`config.mk`:
```
export PLATFORM = sky130hd
export DESIGN_NAME = smooth_weighted_round_robin
export DESIGN_NICKNAME = d
export VERILOG_FILES = /design/src/swrr_pkg.sv /design/src/swrr_ctrl.sv /design/src/swrr_dp.sv /design/src/smooth_weighted_round_robin.sv
export SDC_FILE = /design/constraint.sdc
export NUM_CORES = 1
export LEC_CHECK = 0
export ABC_AREA = 1
export ABC_CLOCK_PERIOD_IN_PS = 4500
export BUFFER_PORTS_ARGS = -buffer_cell sky130_fd_sc_hd__buf_4
export CAP_MARGIN = 30
export CORE_UTILIZATION = 51
export CTS_CLUSTER_SIZE = 40
export DETAILED_ROUTE_END_ITERATION = 10
export HOLD_SLACK_MARGIN = 0.03
export PLACE_DENSITY = 0.71
export SYNTH_ARGS = -nofsm -noshare
export SYNTH_HDL_FRONTEND = slang
export SYNTH_SLANG_ARGS = --single-unit
```
`constraint.sdc`:
```
create_clock -name clk_i -period 4.5 [get_ports clk_i]
set_input_delay 0.45 -clock clk_i [delete_from_list [all_inputs] [get_ports clk_i]]
set_output_delay 0.45 -clock clk_i [all_outputs]
set_load 0.03 [all_outputs]
```
`src/swrr_pkg.sv`:
```
// Shared types and constants for the smooth weighted round-robin picker.
`timescale 1ns / 1ps

package swrr_pkg;

  localparam int unsigned MaxSlots = 8;
  localparam int unsigned WeightW  = 8;
  localparam int unsigned CreditW  = 16;
  localparam int unsigned TotalW   = 11;
  localparam int unsigned CountW   = 4;

  localparam logic [63:0] WeightReset = 64'h0101_0101_0101_0101;

  localparam logic REG_BACKEND_CNT  = 1'b0;
  localparam logic REG_WEIGHT_TABLE = 1'b1;

  localparam logic signed [CreditW-1:0] CreditMax = 16'sh7fff;
  localparam logic signed [CreditW-1:0] CreditMin = -16'sh8000;

  typedef struct packed {
    logic start;
    logic step;
    logic finish;
  } cmd_t;

  typedef struct packed {
    logic scan_done;
    logic out_free;
  } status_t;

endpackage

```
`src/swrr_ctrl.sv`:
```
// Controller state machine that sequences the scan, write-back and result transfer.
`timescale 1ns / 1ps

module swrr_ctrl
  import swrr_pkg::*;
(
  input  logic    clk_i,
  input  logic    rst_ni,
  input  logic    in_valid_i,
  output logic    in_stall_o,
  input  status_t status_i,
  output cmd_t    cmd_o
);

  localparam logic [1:0] StIdle   = 2'd0;
  localparam logic [1:0] StScan   = 2'd1;
  localparam logic [1:0] StFinish = 2'd2;

  logic [1:0] state_q, state_d;

  always_comb begin
    state_d = state_q;
    cmd_o   = '0;
    unique case (state_q)
      StIdle: begin
        if (in_valid_i) begin
          cmd_o.start = 1'b1;
          state_d     = StScan;
        end
      end
      StScan: begin
        if (status_i.scan_done) begin
          state_d = StFinish;
        end else begin
          cmd_o.step = 1'b1;
        end
      end
      StFinish: begin
        if (status_i.out_free) begin
          cmd_o.finish = 1'b1;
          state_d      = StIdle;
        end
      end
      default: begin
        state_d = StIdle;
      end
    endcase
  end

  always_ff @(posedge clk_i or negedge rst_ni) begin
    if (!rst_ni) begin
      state_q <= StIdle;
    end else begin
      state_q <= state_d;
    end
  end

  assign in_stall_o = (state_q != StIdle);

endmodule

```
`src/swrr_dp.sv`:
```
// Datapath with configuration, credit registers, scan accumulator and output register.
`timescale 1ns / 1ps

module swrr_dp
  import swrr_pkg::*;
#(
  parameter int unsigned Slots = 8
) (
  input  logic         clk_i,
  input  logic         rst_ni,
  input  logic         cfg_we_i,
  input  logic         cfg_idx_i,
  input  logic [63:0]  cfg_wdata_i,
  input  logic [7:0]   up_mask_i,
  input  logic [7:0]   trial_mask_i,
  input  logic         out_stall_i,
  output logic         out_valid_o,
  output logic [2:0]   node_index_o,
  output logic         found_o,
  input  cmd_t         cmd_i,
  output status_t      status_o
);

  localparam int unsigned IdxW = $clog2(Slots);
  localparam logic [CountW-1:0] SlotsCnt = CountW'(Slots);

  logic [CountW-1:0]         backend_cnt_q;
  logic [63:0]               weight_table_q;
  logic signed [CreditW-1:0] credit_q [Slots];
  logic [7:0]                up_q, trial_q;
  logic [CountW-1:0]         cnt_q;
  logic [TotalW-1:0]         total_q;
  logic                      have_q;
  logic [IdxW-1:0]           best_q;
  logic signed [CreditW-1:0] best_cr_q;
  logic                      out_valid_q;
  logic [2:0]                node_index_q;
  logic                      found_q;

  logic [CountW-1:0]         active_n;
  logic [WeightW-1:0]        weight;
  logic                      part;
  logic signed [CreditW:0]   sum_wide;
  logic signed [CreditW-1:0] sum_sat;
  logic signed [CreditW:0]   diff_wide;
  logic signed [CreditW-1:0] diff_sat;
  logic                      trial_hit;
  logic [2:0]                trial_idx;
  logic [IdxW-1:0]           slot;

  assign active_n = (backend_cnt_q > SlotsCnt) ? SlotsCnt : backend_cnt_q;
  assign slot     = cnt_q[IdxW-1:0];
  assign weight   = weight_table_q[WeightW*cnt_q[2:0] +: WeightW];
  assign part     = up_q[cnt_q[2:0]] && (weight != '0);

  assign sum_wide = {credit_q[slot][CreditW-1], credit_q[slot]}
                  + $signed({{(CreditW+1-WeightW){1'b0}}, weight});
  assign sum_sat  = (sum_wide > $signed({1'b0, CreditMax})) ? CreditMax
                                                            : sum_wide[CreditW-1:0];

  assign diff_wide = {best_cr_q[CreditW-1], best_cr_q}
                   - $signed({{(CreditW+1-TotalW){1'b0}}, total_q});
  assign diff_sat  = (diff_wide < $signed({1'b1, CreditMin})) ? CreditMin
                                                              : diff_wide[CreditW-1:0];

  always_comb begin
    trial_hit = 1'b0;
    trial_idx = '0;
    for (int i = MaxSlots - 1; i >= 0; i--) begin
      if (trial_q[i] && (CountW'(i) < active_n)) begin
        trial_hit = 1'b1;
        trial_idx = 3'(i);
      end
    end
  end

  assign status_o.scan_done = (cnt_q >= active_n);
  assign status_o.out_free  = !out_valid_q || !out_stall_i;

  always_ff @(posedge clk_i or negedge rst_ni) begin
    if (!rst_ni) begin
      backend_cnt_q  <= '0;
      weight_table_q <= WeightReset;
    end else if (cfg_we_i) begin
      unique case (cfg_idx_i)
        REG_BACKEND_CNT:  backend_cnt_q  <= cfg_wdata_i[CountW-1:0];
        REG_WEIGHT_TABLE: weight_table_q <= cfg_wdata_i;
        default: ;
      endcase
    end
  end

  always_ff @(posedge clk_i or negedge rst_ni) begin
    if (!rst_ni) begin
      for (int i = 0; i < Slots; i++) begin
        credit_q[i] <= '0;
      end
      cnt_q       <= '0;
      have_q      <= 1'b0;
      out_valid_q <= 1'b0;
    end else begin
      if (cmd_i.start) begin
        cnt_q  <= '0;
        have_q <= 1'b0;
      end
      if (cmd_i.step) begin
        cnt_q <= cnt_q + 1'b1;
        if (part) begin
          credit_q[slot] <= sum_sat;
          if (!have_q || (sum_sat > best_cr_q)) begin
            have_q <= 1'b1;
          end
        end
      end
      if (cmd_i.finish && have_q) begin
        credit_q[best_q] <= diff_sat;
      end
      if (cmd_i.finish) begin
        out_valid_q <= 1'b1;
      end else if (!out_stall_i) begin
        out_valid_q <= 1'b0;
      end
    end
  end

  always_ff @(posedge clk_i) begin
    if (cmd_i.start) begin
      up_q    <= up_mask_i;
      trial_q <= trial_mask_i;
      total_q <= '0;
    end
    if (cmd_i.step && part) begin
      total_q <= total_q + TotalW'(weight);
      if (!have_q || (sum_sat > best_cr_q)) begin
        best_q    <= slot;
        best_cr_q <= sum_sat;
      end
    end
    if (cmd_i.finish) begin
      if (have_q) begin
        node_index_q <= 3'(best_q);
        found_q      <= 1'b1;
      end else begin
        node_index_q <= trial_idx;
        found_q      <= trial_hit;
      end
    end
  end

  assign out_valid_o  = out_valid_q;
  assign node_index_o = node_index_q;
  assign found_o      = found_q;

endmodule

```
`src/smooth_weighted_round_robin.sv`:
```
// Top level of the smooth weighted round-robin picker.
//
//   Channel   Direction  Handshake              Payload
//   cfg       in         cfg_we_i               cfg_idx_i, cfg_wdata_i
//   in        in         in_valid_i/in_stall_o  up_mask_i, trial_mask_i
//   out       out        out_valid_o/out_stall_i node_index_o, found_o
//
// A pick is transferred in, then the credit of each active backend is scanned in turn
// through the single credit adder and comparator (the active backend count is at most
// eight), followed by a scan-end and a finish state, after which the result is valid.
// The next pick can be taken in the cycle after the finish; until then the input stalls.
// After reset all credits are zero, every weight is one and the backend count is zero.
// A stalled result holds back the finish of the next pick until it drains.
`timescale 1ns / 1ps

module smooth_weighted_round_robin
  import swrr_pkg::*;
#(
  parameter int unsigned NODES = 8
) (
  input  logic        clk_i,
  input  logic        rst_ni,
  input  logic        cfg_we_i,
  input  logic        cfg_idx_i,
  input  logic [63:0] cfg_wdata_i,
  input  logic        in_valid_i,
  output logic        in_stall_o,
  input  logic [7:0]  up_mask_i,
  input  logic [7:0]  trial_mask_i,
  output logic        out_valid_o,
  input  logic        out_stall_i,
  output logic [2:0]  node_index_o,
  output logic        found_o
);

  localparam int unsigned Slots = (NODES < MaxSlots) ? NODES : MaxSlots;

  cmd_t    cmd;
  status_t status;

  swrr_ctrl u_ctrl (
    .clk_i      (clk_i),
    .rst_ni     (rst_ni),
    .in_valid_i (in_valid_i),
    .in_stall_o (in_stall_o),
    .status_i   (status),
    .cmd_o      (cmd)
  );

  swrr_dp #(
    .Slots (Slots)
  ) u_dp (
    .clk_i        (clk_i),
    .rst_ni       (rst_ni),
    .cfg_we_i     (cfg_we_i),
    .cfg_idx_i    (cfg_idx_i),
    .cfg_wdata_i  (cfg_wdata_i),
    .up_mask_i    (up_mask_i),
    .trial_mask_i (trial_mask_i),
    .out_stall_i  (out_stall_i),
    .out_valid_o  (out_valid_o),
    .node_index_o (node_index_o),
    .found_o      (found_o),
    .cmd_i        (cmd),
    .status_o     (status)
  );

  a_cmd_onehot : assert property (@(posedge clk_i) disable iff (!rst_ni)
    $onehot0({cmd.start, cmd.step, cmd.finish}))
    else $error("more than one datapath command at once");

  a_busy_after_accept : assert property (@(posedge clk_i) disable iff (!rst_ni)
    (in_valid_i && !in_stall_o) |=> in_stall_o)
    else $error("input not stalled while a pick is in progress");

  a_finish_gives_result : assert property (@(posedge clk_i) disable iff (!rst_ni)
    cmd.finish |=> out_valid_o)
    else $error("finished pick did not produce a result");

  a_none_found_index : assert property (@(posedge clk_i) disable iff (!rst_ni)
    (out_valid_o && !found_o) |-> (node_index_o == 3'd0))
    else $error("nonzero index on a pick that found nothing");

endmodule
```
==> flow_metrics.env <==
export IMPL_syn_area_sq_um=15000
export IMPL_grt_overflow_total=0
export IMPL_synth_cell_types=51
export IMPL_fin_crit_sh=1.03
export IMPL_wl_per_cell_microns=19.9
export IMPL_r2r_start="u_dp.cnt_q[0]$_DFFE_PN0P_"
export IMPL_ys_ff_latch=254
export IMPL_drc=0
export IMPL_first_global_vias=14200
export IMPL_die_area_sq_um=30100
export IMPL_htreeDepth=1
export IMPL_worst_slack_ps=-143
export IMPL_fp_coreArea_sq_um=28800
export IMPL_via_per_inst=5.71
export IMPL_seq_area_frac_synth=0.441
export IMPL_synth_area_per_cell_sq_um=7.85
export IMPL_r2r_slack_ps=-140
export IMPL_synthAdderAreaFrac=0.0441
export IMPL_min_to="u_dp.trial_q[0]$_DFFE_PP_"
export IMPL_setup_viol=19
export IMPL_die_x_microns=173
export IMPL_drtIter0Drc=1773
export IMPL_synth_xor_area_frac=0.0146
export IMPL_synth_compound_area_frac=0.154
export IMPL_post_place_ws_ps=-254
export IMPL_synth_largest_area_cell="dfrtp_1"
export IMPL_period_needed_ps=4640
export IMPL_syn_to_final_growth_pct=24.0
export IMPL_antenna_found_initial=0
export IMPL_dp_cells=2430
export IMPL_grt_use_total=0.335
export IMPL_start_util=0.521
export IMPL_hpwl_microns=35000
export IMPL_required_ps=4840
export IMPL_violations="negative setup slack"
export IMPL_min_path_type="input port to register"
export IMPL_cts_sinks=254
export IMPL_arrival_ps=4990
export IMPL_io_buffer_count=91
export IMPL_synth_top_family_by_area="simple AND/OR/NAND/NOR gates"
export IMPL_firstDrtPassIters=6
export IMPL_slowest_stage="dfrtp_2"
export IMPL_cts_tree="yes"
export IMPL_cp_end_kind="register"
export IMPL_place_congestion=0.953
export IMPL_syn_nets=2048
export IMPL_rr_worst_depth=31
export IMPL_insertion_delay_ps=580
export IMPL_fp_dieH_microns=173
export IMPL_drive_above_1_share=0.223
export IMPL_peakVddDrop_mv=0.720
export IMPL_tightest_slew_ps=1020
export IMPL_io_pins=92
export IMPL_cap_violations=0
export IMPL_drv_slew=0
export IMPL_final_setup_skew_ps=27.8
export IMPL_ant_nets=0
export IMPL_path_class="register to register"
export IMPL_synth_top_cell_area_share=0.327
export IMPL_slowest_delay_ps=420
export IMPL_layout_cells_non_filler=2516
export IMPL_worstReg2RegEnd="u_dp.best_cr_q[10]$_DFFE_PP_"
export IMPL_cts_root_buf="clkbuf_16"
export IMPL_clk_pin_slew_ps=60
export IMPL_routed_wl_microns=50200
export IMPL_num_nets_final=2246
export IMPL_cts_buffers=29
export IMPL_antenna_cells=0
export IMPL_hold_viol_final=0
export IMPL_grt_pass1_wl_microns=78700
export IMPL_critical_path_buf_inv_count=10
export IMPL_cp_top_family="buffers and inverters"
export IMPL_min_delay_start="trial_mask_i[0]"
export IMPL_synth_area_leaders="dfrtp_1 33%, nand2_1 16%, edfxtp_1 10%"
export IMPL_fmax_mhz=215
export IMPL_p_leak_nw=8.84
export IMPL_grt_max_degree=105
export IMPL_p_per_area_nw_per_um2=940
export IMPL_num_rows=62
export IMPL_syn_inst=1911
export IMPL_vias=14400
export IMPL_startpoint_type="register"
export IMPL_status="finished, violations left"
export IMPL_maxSlewHeadroom=0.317
export IMPL_muxShareOfSynthArea=0.0451
export IMPL_synthSimpleGateAreaFrac=0.222
export IMPL_rsz0062_at_grt="true"
export IMPL_clockBufferDepth=3
export IMPL_worstPathMaxFanout=8
export IMPL_hold_depth=1
export IMPL_yosysWarnings=0
[synthesized netlist by cell type (all sizes together)]
library cell and count:
o21ai 110, nand2 632, nand3 61, nand4 11, o211ai 4, fa 3, nor3 9, dfstp 8
mux2 60, clkbuf 50, a41oi 1, clkinv 4, o2111ai 3, edfxtp 50, o32ai 1, or2 2
a21o 1, nor2 66, a31o 1, o21bai 2, a22o 2, a22oi 5, and2 11, a211oi 1
nand3b 1, nor3b 2, buf 35, a21oi 282, ha 48, inv 199, o22ai 8, xnor2 6
o311ai 1, o221ai 2, a31oi 5, o21a 1, a221oi 8, dfrtp 196, xor2 19
[worst max path at each step]
stage          cells after the start  slack (ps)                       from                      endpoint
4_1_cts                           34         -30  u_dp.cnt_q[0]$_DFFE_PN0P_  u_dp.best_cr_q[12]$_DFFE_PP_
2_1_floorplan                     31           2  u_dp.cnt_q[0]$_DFFE_PN0P_   u_dp.best_cr_q[0]$_DFFE_PP_
6_report                          31        -140  u_dp.cnt_q[0]$_DFFE_PN0P_  u_dp.best_cr_q[10]$_DFFE_PP_
5_1_grt                           30        -450  u_dp.cnt_q[0]$_DFFE_PN0P_  u_dp.best_cr_q[11]$_DFFE_PP_
3_5_place_dp                      32        -250  u_dp.cnt_q[0]$_DFFE_PN0P_  u_dp.best_cr_q[14]$_DFFE_PP_
3_3_place_gp                      32        -180  u_dp.cnt_q[0]$_DFFE_PN0P_  u_dp.best_cr_q[15]$_DFFE_PP_
[cells by family (layout without fill, tap and decap cells)]
group	count (synthesis)	after routing
AO/OA/AOI/OAI	438	438
XOR/XNOR	25	25
multiplexers	60	60
buffers and inverters	288	509
AND/OR/NAND/NOR	795	795
adder cells (fa/ha/maj)	51	51
flip-flops	254	254
[where the power goes]
group	leakage [nW]	switching (mW)	total [mW]	internal, mW
clock network	0.487	0.996	2.48	1.48
registers	2.84	0.489	3.75	3.26
logic	5.51	6.84	11.3	4.42
[cell type report]
type | count | area [sq um]
fill | 2432 | 10200
multi-input combinational | 1369 | 7660
sequential | 254 | 6620
timing repair buffer | 251 | 2040
clock buffer | 46 | 860
inverter | 203 | 801
tap | 384 | 480
clock inverter | 8 | 130
timing repair inverter | 1 | 6.26
[routing by layer]
metal,routed length [microns],vias up,GRT usage,part of all wire
li1,-,6675,-,-
met1,20500,6790,0.452,0.41
met2,22100,730,0.518,0.44
met3,4770,173,0.0621,0.095
met4,2760,0,0.169,0.055
met5,0,-,0,0
[flip-flops by register name, summed over array words and instances (netlist names)]
register and count:
u_dp.best_cr_q 16, u_dp.total_q 11, u_dp.out_valid_o 1, u_dp.found_o 1
u_dp.have_q 1, u_dp.credit_q 128, u_ctrl.state_q 2, u_dp.up_q 8
u_dp.best_q 3, u_dp.node_index_o 3, u_dp.weight_table_q 64, u_dp.backend_cnt_q 4
u_dp.cnt_q 4, u_dp.trial_q 8
[cell usage in the layout, fill, tap and decap left out, drive strengths merged, types with 3 or more instances in the layout]
master   instances
a21oi          282
a221oi           8
a22oi            5
a31oi            5
and2            11
buf            249
bufinv           3
clkbuf          47
clkinv           9
dfrtp          196
dfstp            8
edfxtp          50
fa               3
ha              48
inv            199
mux2            60
nand2          632
nand3           61
nand4           11
nor2            66
nor3             9
o2111ai          3
o211ai           4
o21ai          110
o22ai            8
xnor2            6
xor2            19
[stage by stage]
| step | TNS, ps | area [sq um] | util | hold WS, ps | total power, mW |
|---|---|---|---|---|---|
| 5_1_grt | -7940 | 18600 | 0.646 | 60.5 | 18.5 |
| 6_report | -2130 | 18600 | 0.646 | 67.8 | 17.5 |
| 4_1_cts | -212 | 18400 | 0.638 | 61.1 | 16.9 |
| 3_5_place_dp | -4770 | 16900 | 0.587 | 483 | 13.6 |
| 3_3_place_gp | -3300 | 16900 | 0.587 | 479 | 13.5 |
| 2_1_floorplan | 0 | 15100 | - | 154 | 9.57 |
[repair_timing]
item                                    CTS  global route
hold buffers                              1             0
setup buffers                            19            10
pin swaps                                25            34
gates cloned                              2             0
endpoints found under the setup margin   19            19
resized for setup                        67            23
hold endpoints to repair                  2             0
(Power assumes the default switching activity.)
